[config.mk]
export PLATFORM = sky130hd
export DESIGN_NAME = i2c_master_register_sequencer_flat
export DESIGN_NICKNAME = d
export VERILOG_FILES = /design/src/rtl/core/i2cmrs_pkg.sv /design/src/rtl/core/i2cmrs_if.sv /design/src/rtl/core/i2cmrs_seq.sv /design/src/rtl/core/i2c_master_register_sequencer.sv /design/src/flat_wrapper.sv
export SDC_FILE = /design/constraint.sdc
export NUM_CORES = 1
export LEC_CHECK = 0
export BUFFER_PORTS_ARGS = -buffer_cell sky130_fd_sc_hd__buf_2
export CORE_MARGIN = 4
export CORE_UTILIZATION = 45
export DETAILED_ROUTE_END_ITERATION = 12
export PLACE_DENSITY = 0.67
export SYNTH_ARGS = -nofsm -noshare
export SYNTH_HDL_FRONTEND = slang
export SYNTH_HIERARCHICAL = 1
export SYNTH_SLANG_ARGS = --single-unit
export TNS_END_PERCENT = 5
[constraint.sdc]
create_clock -name clk -period 3.2 [get_ports clk]
set_clock_uncertainty 0.15 [all_clocks]
set_input_delay 0 -clock clk [delete_from_list [all_inputs] [get_ports clk]]
set_output_delay 0 -clock clk [all_outputs]
set_load 0.02 [all_outputs]
[src/rtl/core/i2cmrs_pkg.sv]
// ----------------------------------------------------------------------------
// i2cmrs_pkg
// Shared codes and item types for the I2C register sequencer.
// ----------------------------------------------------------------------------
package i2cmrs_pkg;

	localparam logic [1:0] OP_START_WRITE = 2'd0;
	localparam logic [1:0] OP_START_READ  = 2'd1;
	localparam logic [1:0] OP_SHIFT_DONE  = 2'd2;
	localparam logic [1:0] OP_UNUSED      = 2'd3;

	localparam logic [1:0] ACT_NONE  = 2'd0;
	localparam logic [1:0] ACT_START = 2'd1;
	localparam logic [1:0] ACT_STOP  = 2'd2;

	localparam logic [3:0] CNT_NONE = 4'd0;
	localparam logic [3:0] CNT_ACK  = 4'd1;
	localparam logic [3:0] CNT_BYTE = 4'd8;

	localparam logic [7:0] BYTE_RELEASED = 8'hFF;
	localparam logic [7:0] BYTE_ZERO     = 8'h00;
	localparam logic [7:0] READ_BIT      = 8'h01;

	typedef struct packed {
		logic [1:0] operation;
		logic [7:0] reg_address;
		logic [7:0] write_data;
		logic [7:0] shifted_in;
	} cmd_t;

	typedef struct packed {
		logic [7:0] shift_value;
		logic [3:0] bit_count;
		logic       sda_drive;
		logic [1:0] line_action;
		logic       done_res;
		logic [7:0] read_data;
	} result_t;

endpackage

[src/rtl/core/i2cmrs_if.sv]
// ----------------------------------------------------------------------------
// i2cmrs_if
// Valid/ready channels of the I2C register sequencer.
// ----------------------------------------------------------------------------
interface i2cmrs_cmd_if;
	logic       valid;
	logic       ready;
	logic [1:0] operation;
	logic [7:0] reg_address;
	logic [7:0] write_data;
	logic [7:0] shifted_in;

	modport source (output valid, output operation, output reg_address,
		output write_data, output shifted_in, input ready);
	modport sink (input valid, input operation, input reg_address,
		input write_data, input shifted_in, output ready);
endinterface

interface i2cmrs_rsp_if;
	logic       valid;
	logic       ready;
	logic [7:0] shift_value;
	logic [3:0] bit_count;
	logic       sda_drive;
	logic [1:0] line_action;
	logic       done_res;
	logic [7:0] read_data;

	modport source (output valid, output shift_value, output bit_count,
		output sda_drive, output line_action, output done_res,
		output read_data, input ready);
	modport sink (input valid, input shift_value, input bit_count,
		input sda_drive, input line_action, input done_res,
		input read_data, output ready);
endinterface

interface i2cmrs_cfg_if;
	logic       valid;
	logic       ready;
	logic [7:0] data;

	modport source (output valid, output data, input ready);
	modport sink (input valid, input data, output ready);
endinterface

[src/rtl/core/i2cmrs_seq.sv]
// ----------------------------------------------------------------------------
// i2cmrs_seq
// Transaction state and per-item decision logic of the sequencer.
// ----------------------------------------------------------------------------
module i2cmrs_seq import i2cmrs_pkg::*; #(
	parameter int WRITE_BYTES = 2
) (
	input  logic       clk,
	input  logic       arst_n,
	input  logic       accept,
	input  cmd_t       cmd,
	input  logic       cfg_we,
	input  logic [7:0] cfg_data,
	output result_t    result
);

	localparam logic [1:0] LastCnt = 2'(WRITE_BYTES);
	localparam logic [1:0] TxCnt   = 2'(WRITE_BYTES - 2);

	typedef enum logic [3:0] {
		PH_IDLE           = 4'd0,
		PH_ADDR_ACK_RX    = 4'd2,
		PH_ADDR_ACK_CHECK = 4'd4,
		PH_RESTART        = 4'd5,
		PH_DATA_ACK_TX    = 4'd6,
		PH_PREP_STOP      = 4'd8,
		PH_DATA_ACK_RX    = 4'd10,
		PH_DATA_ACK_CHECK = 4'd12,
		PH_STOP           = 4'd14
	} phase_t;

	phase_t     phase_q, phase_d;
	logic [1:0] count_q, count_d;
	logic       is_write_q, is_write_d;
	logic       rd_sent_q, rd_sent_d;
	logic [7:0] reg_q, reg_d;
	logic [7:0] data_q, data_d;
	logic [7:0] rx_q, rx_d;
	logic [7:0] dev_addr_q;

	always_comb begin
		phase_d    = phase_q;
		count_d    = count_q;
		is_write_d = is_write_q;
		rd_sent_d  = rd_sent_q;
		reg_d      = reg_q;
		data_d     = data_q;
		rx_d       = rx_q;
		result     = '{BYTE_RELEASED, CNT_NONE, 1'b0, ACT_NONE, 1'b0, rx_q};
		case (cmd.operation)
			OP_START_WRITE, OP_START_READ: begin
				is_write_d = (cmd.operation == OP_START_WRITE);
				reg_d      = cmd.reg_address;
				if (cmd.operation == OP_START_WRITE) begin
					data_d = cmd.write_data;
				end
				rd_sent_d = 1'b0;
				count_d   = 2'd0;
				phase_d   = PH_ADDR_ACK_RX;
				result    = '{dev_addr_q, CNT_BYTE, 1'b1, ACT_START, 1'b0, rx_q};
			end
			OP_SHIFT_DONE: begin
				case (phase_q)
					PH_ADDR_ACK_RX: begin
						phase_d = PH_ADDR_ACK_CHECK;
						result  = '{BYTE_RELEASED, CNT_ACK, 1'b0, ACT_NONE, 1'b0, rx_q};
					end
					PH_ADDR_ACK_CHECK: begin
						if (cmd.shifted_in[0]) begin
							phase_d = PH_STOP;
							result  = '{BYTE_ZERO, CNT_ACK, 1'b1, ACT_NONE, 1'b0, rx_q};
						end else if (rd_sent_q) begin
							phase_d = PH_DATA_ACK_TX;
							result  = '{BYTE_RELEASED, CNT_BYTE, 1'b0, ACT_NONE, 1'b0, rx_q};
						end else begin
							count_d = count_q + 2'd1;
							phase_d = PH_DATA_ACK_RX;
							result  = '{reg_q, CNT_BYTE, 1'b1, ACT_NONE, 1'b0, rx_q};
						end
					end
					PH_RESTART: begin
						rd_sent_d = 1'b1;
						phase_d   = PH_ADDR_ACK_RX;
						result    = '{dev_addr_q + READ_BIT, CNT_BYTE, 1'b1, ACT_START,
							1'b0, rx_q};
					end
					PH_DATA_ACK_TX: begin
						rx_d = cmd.shifted_in;
						if (count_q <= TxCnt) begin
							count_d = count_q + 2'd1;
							phase_d = PH_ADDR_ACK_CHECK;
							result  = '{BYTE_ZERO, CNT_ACK, 1'b1, ACT_NONE, 1'b0,
								cmd.shifted_in};
						end else begin
							phase_d = PH_PREP_STOP;
							result  = '{BYTE_RELEASED, CNT_ACK, 1'b1, ACT_NONE, 1'b0,
								cmd.shifted_in};
						end
					end
					PH_PREP_STOP: begin
						phase_d = PH_STOP;
						result  = '{BYTE_ZERO, CNT_ACK, 1'b1, ACT_NONE, 1'b0, rx_q};
					end
					PH_DATA_ACK_RX: begin
						phase_d = PH_DATA_ACK_CHECK;
						result  = '{BYTE_RELEASED, CNT_ACK, 1'b0, ACT_NONE, 1'b0, rx_q};
					end
					PH_DATA_ACK_CHECK: begin
						if (is_write_q) begin
							count_d = count_q + 2'd1;
							if (count_q == LastCnt) begin
								phase_d = PH_STOP;
								result  = '{BYTE_ZERO, CNT_ACK, 1'b1, ACT_NONE, 1'b0, rx_q};
							end else begin
								phase_d = PH_DATA_ACK_RX;
								result  = '{data_q, CNT_BYTE, 1'b1, ACT_NONE, 1'b0, rx_q};
							end
						end else begin
							phase_d = PH_RESTART;
							result  = '{BYTE_RELEASED, CNT_ACK, 1'b1, ACT_NONE, 1'b0, rx_q};
						end
					end
					PH_STOP: begin
						phase_d   = PH_IDLE;
						rd_sent_d = 1'b0;
						result    = '{BYTE_RELEASED, CNT_NONE, 1'b0, ACT_STOP, 1'b1, rx_q};
					end
					default: begin
						phase_d = PH_IDLE;
					end
				endcase
			end
			default: begin
				// unused code leaves everything as it is
			end
		endcase
	end

	always_ff @(posedge clk or negedge arst_n) begin
		if (!arst_n) begin
			phase_q    <= PH_IDLE;
			count_q    <= 2'd0;
			is_write_q <= 1'b0;
			rd_sent_q  <= 1'b0;
			reg_q      <= 8'd0;
			data_q     <= 8'd0;
			rx_q       <= 8'd0;
			dev_addr_q <= 8'd0;
		end else begin
			if (accept) begin
				phase_q    <= phase_d;
				count_q    <= count_d;
				is_write_q <= is_write_d;
				rd_sent_q  <= rd_sent_d;
				reg_q      <= reg_d;
				data_q     <= data_d;
				rx_q       <= rx_d;
			end
			if (cfg_we) begin
				dev_addr_q <= cfg_data;
			end
		end
	end

endmodule

[src/rtl/core/i2c_master_register_sequencer.sv]
// ----------------------------------------------------------------------------
// i2c_master_register_sequencer
// Byte-level I2C master sequencer for single-register write and read.
//
//   channel  dir  payload
//   cmd      in   operation, reg_address, write_data, shifted_in
//   rsp      out  shift_value, bit_count, sda_drive, line_action, done_res,
//                 read_data
//   cfg      in   data (device address byte)
//
// one item a cycle while rsp is not stalled; each item's result is registered and shown in the cycle after acceptance
// the result register decouples the sides: cmd is ready while it is empty
// or being emptied, so a stalled rsp holds at most one item
// reset clears the transaction state, the device address and the result valid
// cfg is always ready
// ----------------------------------------------------------------------------
module i2c_master_register_sequencer import i2cmrs_pkg::*; #(
	parameter int WRITE_BYTES = 2
) (
	input  logic clk,
	input  logic arst_n,
	i2cmrs_cmd_if.sink   cmd,
	i2cmrs_rsp_if.source rsp,
	i2cmrs_cfg_if.sink   cfg
);

	cmd_t    cmd_item;
	result_t result;
	result_t rsp_q;
	logic    rsp_valid_q;
	logic    accept;

	assign cmd_item  = '{cmd.operation, cmd.reg_address, cmd.write_data, cmd.shifted_in};
	assign cmd.ready = !rsp_valid_q || rsp.ready;
	assign accept    = cmd.valid && cmd.ready;
	assign cfg.ready = 1'b1;

	i2cmrs_seq #(
		.WRITE_BYTES(WRITE_BYTES)
	) u_seq (
		.clk     (clk),
		.arst_n  (arst_n),
		.accept  (accept),
		.cmd     (cmd_item),
		.cfg_we  (cfg.valid),
		.cfg_data(cfg.data),
		.result  (result)
	);

	always_ff @(posedge clk or negedge arst_n) begin
		if (!arst_n) begin
			rsp_valid_q <= 1'b0;
		end else begin
			if (accept) begin
				rsp_valid_q <= 1'b1;
			end else if (rsp.ready) begin
				rsp_valid_q <= 1'b0;
			end
		end
	end

	always_ff @(posedge clk) begin
		if (accept) begin
			rsp_q <= result;
		end
	end

	assign rsp.valid       = rsp_valid_q;
	assign rsp.shift_value = rsp_q.shift_value;
	assign rsp.bit_count   = rsp_q.bit_count;
	assign rsp.sda_drive   = rsp_q.sda_drive;
	assign rsp.line_action = rsp_q.line_action;
	assign rsp.done_res    = rsp_q.done_res;
	assign rsp.read_data   = rsp_q.read_data;

	a_accept_gives_result: assert property (@(posedge clk) disable iff (!arst_n)
		accept |=> rsp.valid)
		else $error("accepted item produced no result");

	a_done_with_stop: assert property (@(posedge clk) disable iff (!arst_n)
		rsp.valid && rsp.done_res |-> rsp.line_action == ACT_STOP && !rsp.sda_drive)
		else $error("done without stop");

	a_released_line: assert property (@(posedge clk) disable iff (!arst_n)
		rsp.valid && !rsp.sda_drive |-> rsp.shift_value == BYTE_RELEASED)
		else $error("released sda with a loaded byte");

	a_bit_count_legal: assert property (@(posedge clk) disable iff (!arst_n)
		rsp.valid |-> rsp.bit_count == CNT_NONE || rsp.bit_count == CNT_ACK
			|| rsp.bit_count == CNT_BYTE)
		else $error("bad bit count");

endmodule

[src/flat_wrapper.sv]
// flat-port wrapper written by rule: the top's interface ports become plain ports
module i2c_master_register_sequencer_flat import i2cmrs_pkg::*;
#(
	parameter int WRITE_BYTES = 2
)
  (clk, arst_n, cmd_valid, cmd_operation, cmd_reg_address, cmd_write_data, cmd_shifted_in, cmd_ready, rsp_valid, rsp_shift_value, rsp_bit_count, rsp_sda_drive, rsp_line_action, rsp_done_res, rsp_read_data, rsp_ready, cfg_valid, cfg_data, cfg_ready);
  i2cmrs_cmd_if cmd_i ();
  i2cmrs_rsp_if rsp_i ();
  i2cmrs_cfg_if cfg_i ();
  input  logic clk;
  input  logic arst_n;
  input wire logic [$bits(cmd_i.valid)-1:0] cmd_valid;
  input wire logic [$bits(cmd_i.operation)-1:0] cmd_operation;
  input wire logic [$bits(cmd_i.reg_address)-1:0] cmd_reg_address;
  input wire logic [$bits(cmd_i.write_data)-1:0] cmd_write_data;
  input wire logic [$bits(cmd_i.shifted_in)-1:0] cmd_shifted_in;
  output wire logic [$bits(cmd_i.ready)-1:0] cmd_ready;
  output wire logic [$bits(rsp_i.valid)-1:0] rsp_valid;
  output wire logic [$bits(rsp_i.shift_value)-1:0] rsp_shift_value;
  output wire logic [$bits(rsp_i.bit_count)-1:0] rsp_bit_count;
  output wire logic [$bits(rsp_i.sda_drive)-1:0] rsp_sda_drive;
  output wire logic [$bits(rsp_i.line_action)-1:0] rsp_line_action;
  output wire logic [$bits(rsp_i.done_res)-1:0] rsp_done_res;
  output wire logic [$bits(rsp_i.read_data)-1:0] rsp_read_data;
  input wire logic [$bits(rsp_i.ready)-1:0] rsp_ready;
  input wire logic [$bits(cfg_i.valid)-1:0] cfg_valid;
  input wire logic [$bits(cfg_i.data)-1:0] cfg_data;
  output wire logic [$bits(cfg_i.ready)-1:0] cfg_ready;
  assign cmd_i.valid = cmd_valid;
  assign cmd_i.operation = cmd_operation;
  assign cmd_i.reg_address = cmd_reg_address;
  assign cmd_i.write_data = cmd_write_data;
  assign cmd_i.shifted_in = cmd_shifted_in;
  assign cmd_ready = cmd_i.ready;
  assign rsp_valid = rsp_i.valid;
  assign rsp_shift_value = rsp_i.shift_value;
  assign rsp_bit_count = rsp_i.bit_count;
  assign rsp_sda_drive = rsp_i.sda_drive;
  assign rsp_line_action = rsp_i.line_action;
  assign rsp_done_res = rsp_i.done_res;
  assign rsp_read_data = rsp_i.read_data;
  assign rsp_i.ready = rsp_ready;
  assign cfg_i.valid = cfg_valid;
  assign cfg_i.data = cfg_data;
  assign cfg_ready = cfg_i.ready;
  i2c_master_register_sequencer #(.WRITE_BYTES(WRITE_BYTES)) u_core (.clk(clk), .arst_n(arst_n), .cmd(cmd_i), .rsp(rsp_i), .cfg(cfg_i));
endmodule
==> metrics.yaml, run 1 <==
status: "finished clean"
clock_sinks: 65
route.detailed.drc: 0
synthTopCellsByCount: "41 x dfrtp_1, 36 x nand2_1, 26 x mux2_2"
r2r_start: "u_core/rsp.valid$_DFFE_PN0P_"
worstPathCellList: "nand2b_4 -> and2_4 -> nand2_2 -> nor2_2 -> mux2_2"
ys_ff_latch: 65
max_stage_delay_ns: 0.45
num_io_pins: 66
ys.flop_type: "dfrtp_1"
crit_path_end_kind: "flip-flop"
routed_wl_mm: 7.57
hpwl_mm: 4.91
synthArstFlopShare: 0.631
io_buffers: 64
die_x_um: 93.1
cp.depth: 5
worst-setup-path-type: "flip-flop to flip-flop"
synthCells: 284
gp_congestion: 0.839
cts_tree: "built"
reg2reg_slack_ns: 0.89
cts_buffers: 9
finalHoldViolations: 0
grt_pass1_wl_mm: 12.4
fin_tns_setup_ns: 0
drive_above_1_share: 0.326
fin_area_um2: 4270
cp-startpoint: "u_core/rsp.valid$_DFFE_PN0P_"
n_fill_cell: 580
rsz0062_at_grt: "false"
ir_worst_vdd_mv: 0.360
grt_usage: 0.183
clk_latency_ns: 0.34
fin_crit_sh: 0.721
cap_viol_max_count: 0
path_clk_slew_ns: 0.08
yosysSeqAreaShare: 0.536
areaGrowthSynthToFinish_pct: 31.1
p_per_area_nw_per_um2: 579
start_util: 0.472
seq_area_um2: 1750
cp-start-kind: "flip-flop"
rr_worst_depth: 5
slowest_stage: "nor2_2"
r2r-end: "u_core/u_seq/data_q[4]$_DFFE_PN0P_"
yosysTopAreaCell: "dfrtp_1"
cts_hold_buf: 45
num_antenna_cells: 0
cts_max_level: 3
synth_edf_count: 24
cp_top_family: "simple AND/OR/NAND/NOR gates"
first_iter_violations: 251
wl_per_cell_um: 15.6
cp_num_buf_inv: 0
grt_pass1_vias: 2547
timing.final.crit_period_ns: 2.31
synth.top_cells.by_area: "dfrtp_1 31%, edfxtp_1 22%, mux2_2 9.0%, nand2_1 4.1%, o21ai_0 2.0%"
worst_ep_required_time_ns: 3.27
worstSetupEndpoint: "u_core/u_seq/data_q[4]$_DFFE_PN0P_"
post_cts_buffers: 0
yosysUniqueCellTypes: 54
vias_per_cell: 5.26
nNetsFinal: 426
die_h_um: 93.1
grt_max_degree: 42
relSlewSlack: 0.369
synth.most_common_cell: "dfrtp_1"
antenna_found_initial: 0
vias: 2552
syn_area_per_cell_um2: 11.5
rows: 30
clockBufferDepth: 2
post_dp_cell_area_um2: 3580
antenna_left: 0
multi_input_area_um2: 1370
worst_slew_pin_slew_ns: 0.946
p_leak_nw: 1.82
synth_area_um2: 3260
coreArea_um2: 6910
grt_overflow: 0
synth_top_area_share: 0.315
dieArea_um2: 8670
max_clock_freq_mhz: 433
slew_viol_final: 0
setup_viol: 0
ys_warn_count: 6
crit_arrival_ns: 2.38
root_buffer: "clkbuf_8"
min_path_type: "input port to asynchronous set/reset pin"
crit_fanout: 36
dr.pass1.iters: 4
cts_resized: 0
[per-stage QoR]
step / worst slack (ns) / hold WS, ns / util / std cells / total power, mW
3_3_place_gp: 0.948 / 0.0407 / 0.519 / 424 / 1.58
2_1_floorplan: 1.17 / -0.446 / - / 285 / 1.47
4_1_cts: 0.877 / 0.195 / 0.619 / 485 / 2.50
5_1_grt: 0.728 / 0.213 / 0.619 / 485 / 2.61
3_5_place_dp: 0.889 / 0.0422 / 0.519 / 424 / 1.60
6_report: 0.892 / 0.163 / 0.619 / 485 / 2.47
[logic make-up after synthesis]
family,Yosys count,share of synthesized area
mux,26,0.0898
xor+xnor,1,0.00269
flops,65,0.536
buf+inv,29,0.0468
other cells,2,0.00230
compound gates,72,0.161
fa+ha+maj,3,0.0115
simple gates,86,0.150
[registers in the layout, summed over array words and instances (netlist names)]
register                 count
u_core/rsp.done_res          1
u_core/u_seq/rd_sent_q       1
u_core/rsp.read_data         8
u_core/rsp.sda_drive         1
u_core/u_seq/dev_addr_q      8
u_core/u_seq/rx_q            8
u_core/u_seq/is_write_q      1
u_core/u_seq/phase_q         4
u_core/rsp.valid             1
u_core/u_seq/reg_q           8
u_core/u_seq/data_q          8
u_core/rsp.bit_count         4
u_core/rsp.line_action       2
u_core/u_seq/count_q         2
u_core/rsp.shift_value       8
[worst min path at each step]
stage | end | depth (start not counted) | slack [ns] | start
after global routing | cmd_ready | 3 | 0.21 | rsp_ready
after detailed placement | u_core/u_seq/reg_q[6]$_DFFE_PN0P_ | 3 | 0.04 | cmd_reg_address[6]
after global placement | u_core/u_seq/reg_q[6]$_DFFE_PN0P_ | 3 | 0.04 | cmd_reg_address[6]
after floorplan | u_core/rsp.valid$_DFFE_PN0P_ | 0 | -0.45 | arst_n
after CTS | cmd_ready | 3 | 0.19 | rsp_ready
final | u_core/u_seq/phase_q[0]$_DFFE_PN0P_ | 2 | 0.16 | arst_n
[where the power goes]
group | switching (mW) | leakage [nW] | internal, mW
Combinational | 0.249 | 0.964 | 0.256
Sequential | 0.112 | 0.732 | 1.01
Clock | 0.324 | 0.124 | 0.518
[final cells by class]
type	count	share of cell area
timing repair buffer	109	0.180
sequential	65	0.409
clock inverter	7	0.0275
tap	96	0.0281
multi-input combinational	191	0.319
clock buffer	9	0.0290
inverter	8	0.00703
[cells in the final DEF, fill, tap and decap left out, drive strengths merged, types with 4 or more instances in the layout]
cell type | synthesis | final
o211ai | 4 | 4
nor2 | 10 | 10
nand2 | 39 | 39
clkbuf | 7 | 9
inv | 8 | 9
nand2b | 8 | 8
dlygate4sd3 | 0 | 45
edfxtp | 24 | 24
a22o | 7 | 7
nand4 | 6 | 6
a22oi | 7 | 7
dfrtp | 41 | 41
o21a | 5 | 5
or2 | 6 | 6
o21ai | 14 | 14
a31oi | 7 | 7
a21oi | 7 | 7
mux2 | 26 | 26
buf | 14 | 64
[routing by layer]
layer  routed length, µm  global-route usage  part of all wire  vias to the layer above
met5                   0                   0                 0                        -
met4                  93              0.0708             0.012                        0
met3                 397              0.0402             0.052                       13
met2                3660               0.301              0.48                       84
met1                3410               0.237              0.45                     1214
li1                    -                   -                 -                     1241
(Power assumes the default switching activity.)
==> run 2: changes to the inputs <==
Clock period 3.2 ns to 2.4 ns, I/O delays scaled along.
==> metrics.yaml, run 2 (same netlist as run 1, synthesis figures left out) <==
rows: 30  # unchanged
r2r-end: "u_core/rsp.shift_value[4]$_DFFE_PP_"  # was u_core/u_seq/data_q[4]$_DFFE_PN0P_
grt_pass1_vias: 2696  # was 2547
crit_fanout: 13  # was 36
rr_worst_depth: 5  # unchanged
die_x_um: 93.1  # unchanged
antenna_found_initial: 0  # unchanged
num_io_pins: 66  # unchanged
cp-start-kind: "flip-flop"  # unchanged
path_clk_slew_ns: 0.08  # about the same
max_clock_freq_mhz: 468  # was 433 MHz
crit_path_end_kind: "flip-flop"  # unchanged
final_common_cell: "buf_2"  # unchanged
clk_latency_ns: 0.34  # about the same
route.detailed.drc: 0  # unchanged
min_path_type: "input port to flip-flop"  # was input port to asynchronous set/reset pin
post_cts_buffers: 0  # unchanged
worst_ep_required_time_ns: 2.35  # was 3.27 ns
cp_num_buf_inv: 0  # unchanged
final_cell_mix: "64 x buf_2, 45 x dlygate4sd3_1, 41 x dfrtp_1, 36 x nand2_1, 26 x mux2_2"  # unchanged
finalPower_mw: 3.00  # was 2.47 mW
grt_overflow: 0  # unchanged
hpwl_mm: 5.07  # was 4.91 mm
areaGrowthSynthToFinish_pct: 29.9  # was 31.1%
fin_ws_ns: 0.261  # was 0.892 ns
r2r_start: "u_core/u_seq/phase_q[3]$_DFFE_PN0P_"  # was u_core/rsp.valid$_DFFE_PN0P_
crit_arrival_ns: 2.09  # was 2.38 ns
cp.depth: 5  # unchanged
fin_hold_ws_ns: 0.146  # was 0.163 ns
fin_crit_sh: 0.891  # was 0.721
status: "finished clean"  # unchanged
cts_buffers: 9  # unchanged
grt_max_degree: 42  # unchanged
cts_tree: "built"  # unchanged
worstSetupEndpoint: "u_core/rsp.shift_value[4]$_DFFE_PP_"  # was u_core/u_seq/data_q[4]$_DFFE_PN0P_
clock_sinks: 65  # unchanged
fin_tns_setup_ns: 0  # unchanged
gp_congestion: 0.857  # was 0.839
grt_usage: 0.193  # was 0.183
drive_above_1_share: 0.331  # was 0.326
vias_per_cell: 5.43  # was 5.26
worst_slew_pin_slew_ns: 0.960  # was 0.946 ns
whs_path_depth: 6
finalHoldViolations: 0  # unchanged
root_buffer: "clkbuf_8"  # unchanged
antenna_left: 0  # unchanged
p_per_area_nw_per_um2: 710  # was 579 nW/µm²
p_leak_nw: 1.80  # was 1.82 nW
grt_pass1_wl_mm: 13.1  # was 12.4 mm
first_iter_violations: 277  # was 251
cp-startpoint: "u_core/u_seq/phase_q[3]$_DFFE_PN0P_"  # was u_core/rsp.valid$_DFFE_PN0P_
reg2reg_slack_ns: 0.26  # was 0.89 ns
io_buffers: 64  # unchanged
cts_max_level: 3  # unchanged
wl_per_cell_um: 16.1  # was 15.6 µm
worstHoldStart: "rsp_ready"
dr.pass1.iters: 5  # was 4
clockBufferDepth: 2  # unchanged
routed_wl_mm: 7.89  # was 7.57 mm
rsz0062_at_grt: "false"  # unchanged
vias: 2657  # was 2552
cp_top_family: "compound AO/OA/AOI/OAI gates"  # was simple AND/OR/NAND/NOR gates
slew_viol_final: 0  # unchanged
dieArea_um2: 8670  # unchanged
max_stage_delay_ns: 0.52  # was 0.45 ns
worst-setup-path-type: "flip-flop to flip-flop"  # unchanged
cap_viol_max_count: 0  # unchanged
start_util: 0.472  # unchanged
die_h_um: 93.1  # unchanged
ir_worst_vdd_mv: 0.352  # was 0.360 mV
timing.final.crit_period_ns: 2.14  # was 2.31 ns
relSlewSlack: 0.360  # was 0.369
dp_slack_ns: 0.290  # was 0.889 ns
setup_viol: 0  # unchanged
worstPathCellList: "nand2b_1 -> a21oi_1 -> o221a_2 -> o211ai_1 -> o21a_1"  # was nand2b_4 -> and2_4 -> nand2_2 -> nor2_2 -> mux2_2
num_antenna_cells: 0  # unchanged
coreArea_um2: 6910  # unchanged
nNetsFinal: 430  # was 426
slowest_stage: "dfrtp_1"  # was nor2_2
[run 2: cell count changes in the layout (fill, tap and decap cells not counted)]
cell / change
bufinv_16: -3
clkinv_1: +1
inv_6: -1
clkinvlp_4: +1
clkinv_4: +2
buf_4: +4
[run 2: per-layer routing]
metal / vias to the layer above / track usage / share of wire
met5: - / 0 / 0
met4: 0 / 0.0830 / 0.014
met3: 10 / 0.0346 / 0.057
met2: 113 / 0.317 / 0.48
met1: 1286 / 0.249 / 0.45
li1: 1248 / - / -
[run 2: worst min path at each step]
stage	endpoint	slack, ns
after floorplan	u_core/rsp.valid$_DFFE_PN0P_	-0.45
after global placement	u_core/u_seq/reg_q[0]$_DFFE_PN0P_	0.04
after detailed placement	u_core/u_seq/reg_q[3]$_DFFE_PN0P_	0.05
after CTS	u_core/u_seq/reg_q[2]$_DFFE_PN0P_	0.14
after global routing	cmd_ready	0.22
final	u_core/u_seq/reg_q[2]$_DFFE_PN0P_	0.15
[run 2: repair_timing]
action,CTS,global route
endpoints found under the hold margin,85,0
endpoints found under the setup margin,0,0
hold buffers,45,0
gates resized for setup,0,0
[run 2: stage by stage]
step,std cells,area [µm²],util
floorplan,285,3260,-
global placement,428,3610,0.523
detailed placement,428,3610,0.523
CTS,489,4230,0.613
global route,489,4230,0.613
finish,489,4230,0.613
[run 2: power breakdown]
part | leakage [nW] | switching [mW] | internal, mW
registers | 0.732 | 0.136 | 1.35
logic | 0.983 | 0.358 | 0.352
clock network | 0.0866 | 0.434 | 0.372
[run 2: worst min-delay path, cell delays in order]
cell and delay (ns):
buf_2 0.08, nand2b_4 0.11, and2_4 0.14, nand2_2 0.13
nand2_1 0.10, nand2_1 0.04
[run 2: cell type report]
| class | count | area (µm²) |
|---|---|---|
| Fill cell | 581 | 2670 |
| Sequential cell | 65 | 1750 |
| Multi-Input combinational cell | 191 | 1370 |
| Timing Repair Buffer | 113 | 801 |
| Clock buffer | 9 | 124 |
| Tap cell | 96 | 120 |
| Clock inverter | 7 | 47.5 |
| Inverter | 8 | 30.0 |
==> run 3: changes to the inputs <==
Settings changed: CELL_PAD_IN_SITES_DETAIL_PLACEMENT set to 0, CELL_PAD_IN_SITES_GLOBAL_PLACEMENT set to 2, CORE_UTILIZATION 45 to 36, PLACE_DENSITY 0.67 to unset, PLACE_DENSITY_LB_ADDON set to 0.1.
==> metrics.yaml, run 3 (same netlist as run 1, synthesis figures left out) <==
status: "finished clean"  # unchanged
fin_ws_ns: 0.327  # was 0.261 ns
r2r-end: "u_core/rsp.shift_value[3]$_DFFE_PP_"  # was u_core/rsp.shift_value[4]$_DFFE_PP_
max_clock_freq_mhz: 482  # was 468 MHz
clockBufferDepth: 2  # unchanged
io_buffers: 64  # unchanged
cts_max_level: 3  # unchanged
fin_crit_sh: 0.864  # was 0.891
worst_slew_pin_slew_ns: 0.960  # about the same
gp_congestion: 0.816  # was 0.857
first_iter_violations: 72  # was 277
worstSetupEndpoint: "u_core/rsp.shift_value[3]$_DFFE_PP_"  # was u_core/rsp.shift_value[4]$_DFFE_PP_
start_util: 0.372  # was 0.472
clk_latency_ns: 0.34  # about the same
seq_area_um2: 1750  # unchanged
num_io_pins: 66  # unchanged
min_path_type: "input port to flip-flop"  # unchanged
areaGrowthSynthToFinish_pct: 31.7  # was 29.9%
crit_fanout: 15  # was 13
grt_overflow: 0  # unchanged
grt_pass1_wl_mm: 13.4  # was 13.1 mm
p_leak_nw: 1.83  # was 1.80 nW
rows: 34  # was 30
routed_wl_mm: 8.13  # was 7.89 mm
post_cts_buffers: 0  # unchanged
switching_power_mw: 0.948  # was 0.927 mW
crit_path_end_kind: "flip-flop"  # unchanged
dieArea_um2: 10600  # was 8670 µm²
p_comb_frac: 0.240  # was 0.236
rsz0062_at_grt: "false"  # unchanged
wl_per_cell_um: 16.0  # was 16.1 µm
vias_per_cell: 5.08  # was 5.43
p_per_area_nw_per_um2: 707  # was 710 nW/µm²
fin_tns_setup_ns: 0  # unchanged
whs_path_depth: 6  # unchanged
grt_usage: 0.164  # was 0.193
cp-start-kind: "flip-flop"  # unchanged
route.detailed.drc: 0  # unchanged
timing.final.crit_period_ns: 2.07  # was 2.14 ns
die_x_um: 103  # was 93.1 µm
coreArea_um2: 8760  # was 6910 µm²
worst_ep_required_time_ns: 2.35  # about the same
setup_viol: 0  # unchanged
final_cell_mix: "64 x buf_2, 45 x dlygate4sd3_1, 41 x dfrtp_1, 36 x nand2_1, 26 x mux2_2"  # unchanged
finalHoldViolations: 0  # unchanged
dr.pass1.iters: 4  # was 5
hpwl_mm: 5.44  # was 5.07 mm
grt_max_degree: 42  # unchanged
vias: 2576  # was 2657
rr_worst_depth: 4  # was 5
multi_input_area_um2: 1370  # unchanged
root_buffer: "clkbuf_8"  # unchanged
cp-startpoint: "u_core/u_seq/phase_q[0]$_DFFE_PN0P_"  # was u_core/u_seq/phase_q[3]$_DFFE_PN0P_
grt_pass1_vias: 2690  # was 2696
drive_above_1_share: 0.343  # was 0.331
antenna_found_initial: 0  # unchanged
dp_slack_ns: 0.363  # was 0.290 ns
die_h_um: 103  # was 93.1 µm
worst-setup-path-type: "flip-flop to flip-flop"  # unchanged
p_sw_frac: 0.312  # was 0.309
final_common_cell: "buf_2"  # unchanged
cts_tree: "built"  # unchanged
slew_viol_final: 0  # unchanged
crit_arrival_ns: 2.02  # was 2.09 ns
clock_sinks: 65  # unchanged
reg2reg_slack_ns: 0.33  # was 0.26 ns
relSlewSlack: 0.360  # about the same
p_int_mw: 2.09  # was 2.08 mW
antenna_left: 0  # unchanged
path_clk_slew_ns: 0.07  # was 0.08 ns
r2r_start: "u_core/u_seq/phase_q[0]$_DFFE_PN0P_"  # was u_core/u_seq/phase_q[3]$_DFFE_PN0P_
cts_buffers: 9  # unchanged
pwr-share-clk: 0.274  # was 0.268
ir_worst_vdd_mv: 0.284  # was 0.352 mV
n_fill_cell: 822  # was 581
nNetsFinal: 436  # was 430
num_antenna_cells: 0  # unchanged
cap_viol_max_count: 0  # unchanged
p_seq_frac: 0.486  # was 0.496
[run 3: worst max-delay path, stage by stage, from the launching register on]
cell      delay [ns]
dfrtp_1         0.61
nor3_1          0.44
o221a_2         0.38
o311ai_1        0.13
o21a_1          0.12
[run 3: how the worst min path moves through the flow]
| stage | from | endpoint | slack (ns) |
|---|---|---|---|
| floorplan | arst_n | u_core/rsp.valid$_DFFE_PN0P_ | -0.45 |
| global placement | cmd_reg_address[7] | u_core/u_seq/reg_q[7]$_DFFE_PN0P_ | 0.04 |
| detailed placement | cmd_reg_address[5] | u_core/u_seq/reg_q[5]$_DFFE_PN0P_ | 0.04 |
| CTS | rsp_ready | u_core/u_seq/reg_q[6]$_DFFE_PN0P_ | 0.14 |
| global route | rsp_ready | u_core/u_seq/reg_q[1]$_DFFE_PN0P_ | 0.21 |
| finish | rsp_ready | u_core/u_seq/reg_q[6]$_DFFE_PN0P_ | 0.17 |
[run 3: power groups by stage]
stage               clock [mW]  combinational [mW]  sequential [mW]
global route             0.922               0.806             1.50
CTS                      0.869               0.735             1.48
floorplan                    0               0.457             1.50
detailed placement           0               0.668             1.50
finish                   0.832               0.729             1.47
global placement             0               0.663             1.49
[run 3: layout make-up]
cell class                      instances  area share
Sequential cell                        65       0.407
Tap cell                              108      0.0315
Multi-Input combinational cell        191       0.318
Timing Repair Buffer                  119       0.197
Clock buffer                            9      0.0289
Inverter                                8     0.00700
Clock inverter                          7      0.0108
[run 3: routing by layer]
metal | GRT usage | routed length (µm) | part of all wire
met1 | 0.211 | 3570 | 0.44
met2 | 0.271 | 4100 | 0.50
met3 | 0.0402 | 375 | 0.046
met4 | 0.0538 | 87 | 0.011
met5 | 0 | 0 | 0
[run 3: stage by stage]
stage                     instances  power, mW  cell area [µm²]  hold WS [ns]   util
after floorplan                 285       1.96             3260        -0.446      -
after global placement          446       2.16             3670        0.0397  0.419
after CTS                       507       3.08             4290         0.142  0.490
after detailed placement        446       2.17             3670        0.0420  0.419
final                           507       3.03             4290         0.168  0.490
after global routing            507       3.23             4290         0.212  0.490
[run 3: what timing repair did]
item	in CTS	in global routing
gates resized for setup	0	0
hold buffers	45	0
endpoints found under the hold margin	85	0
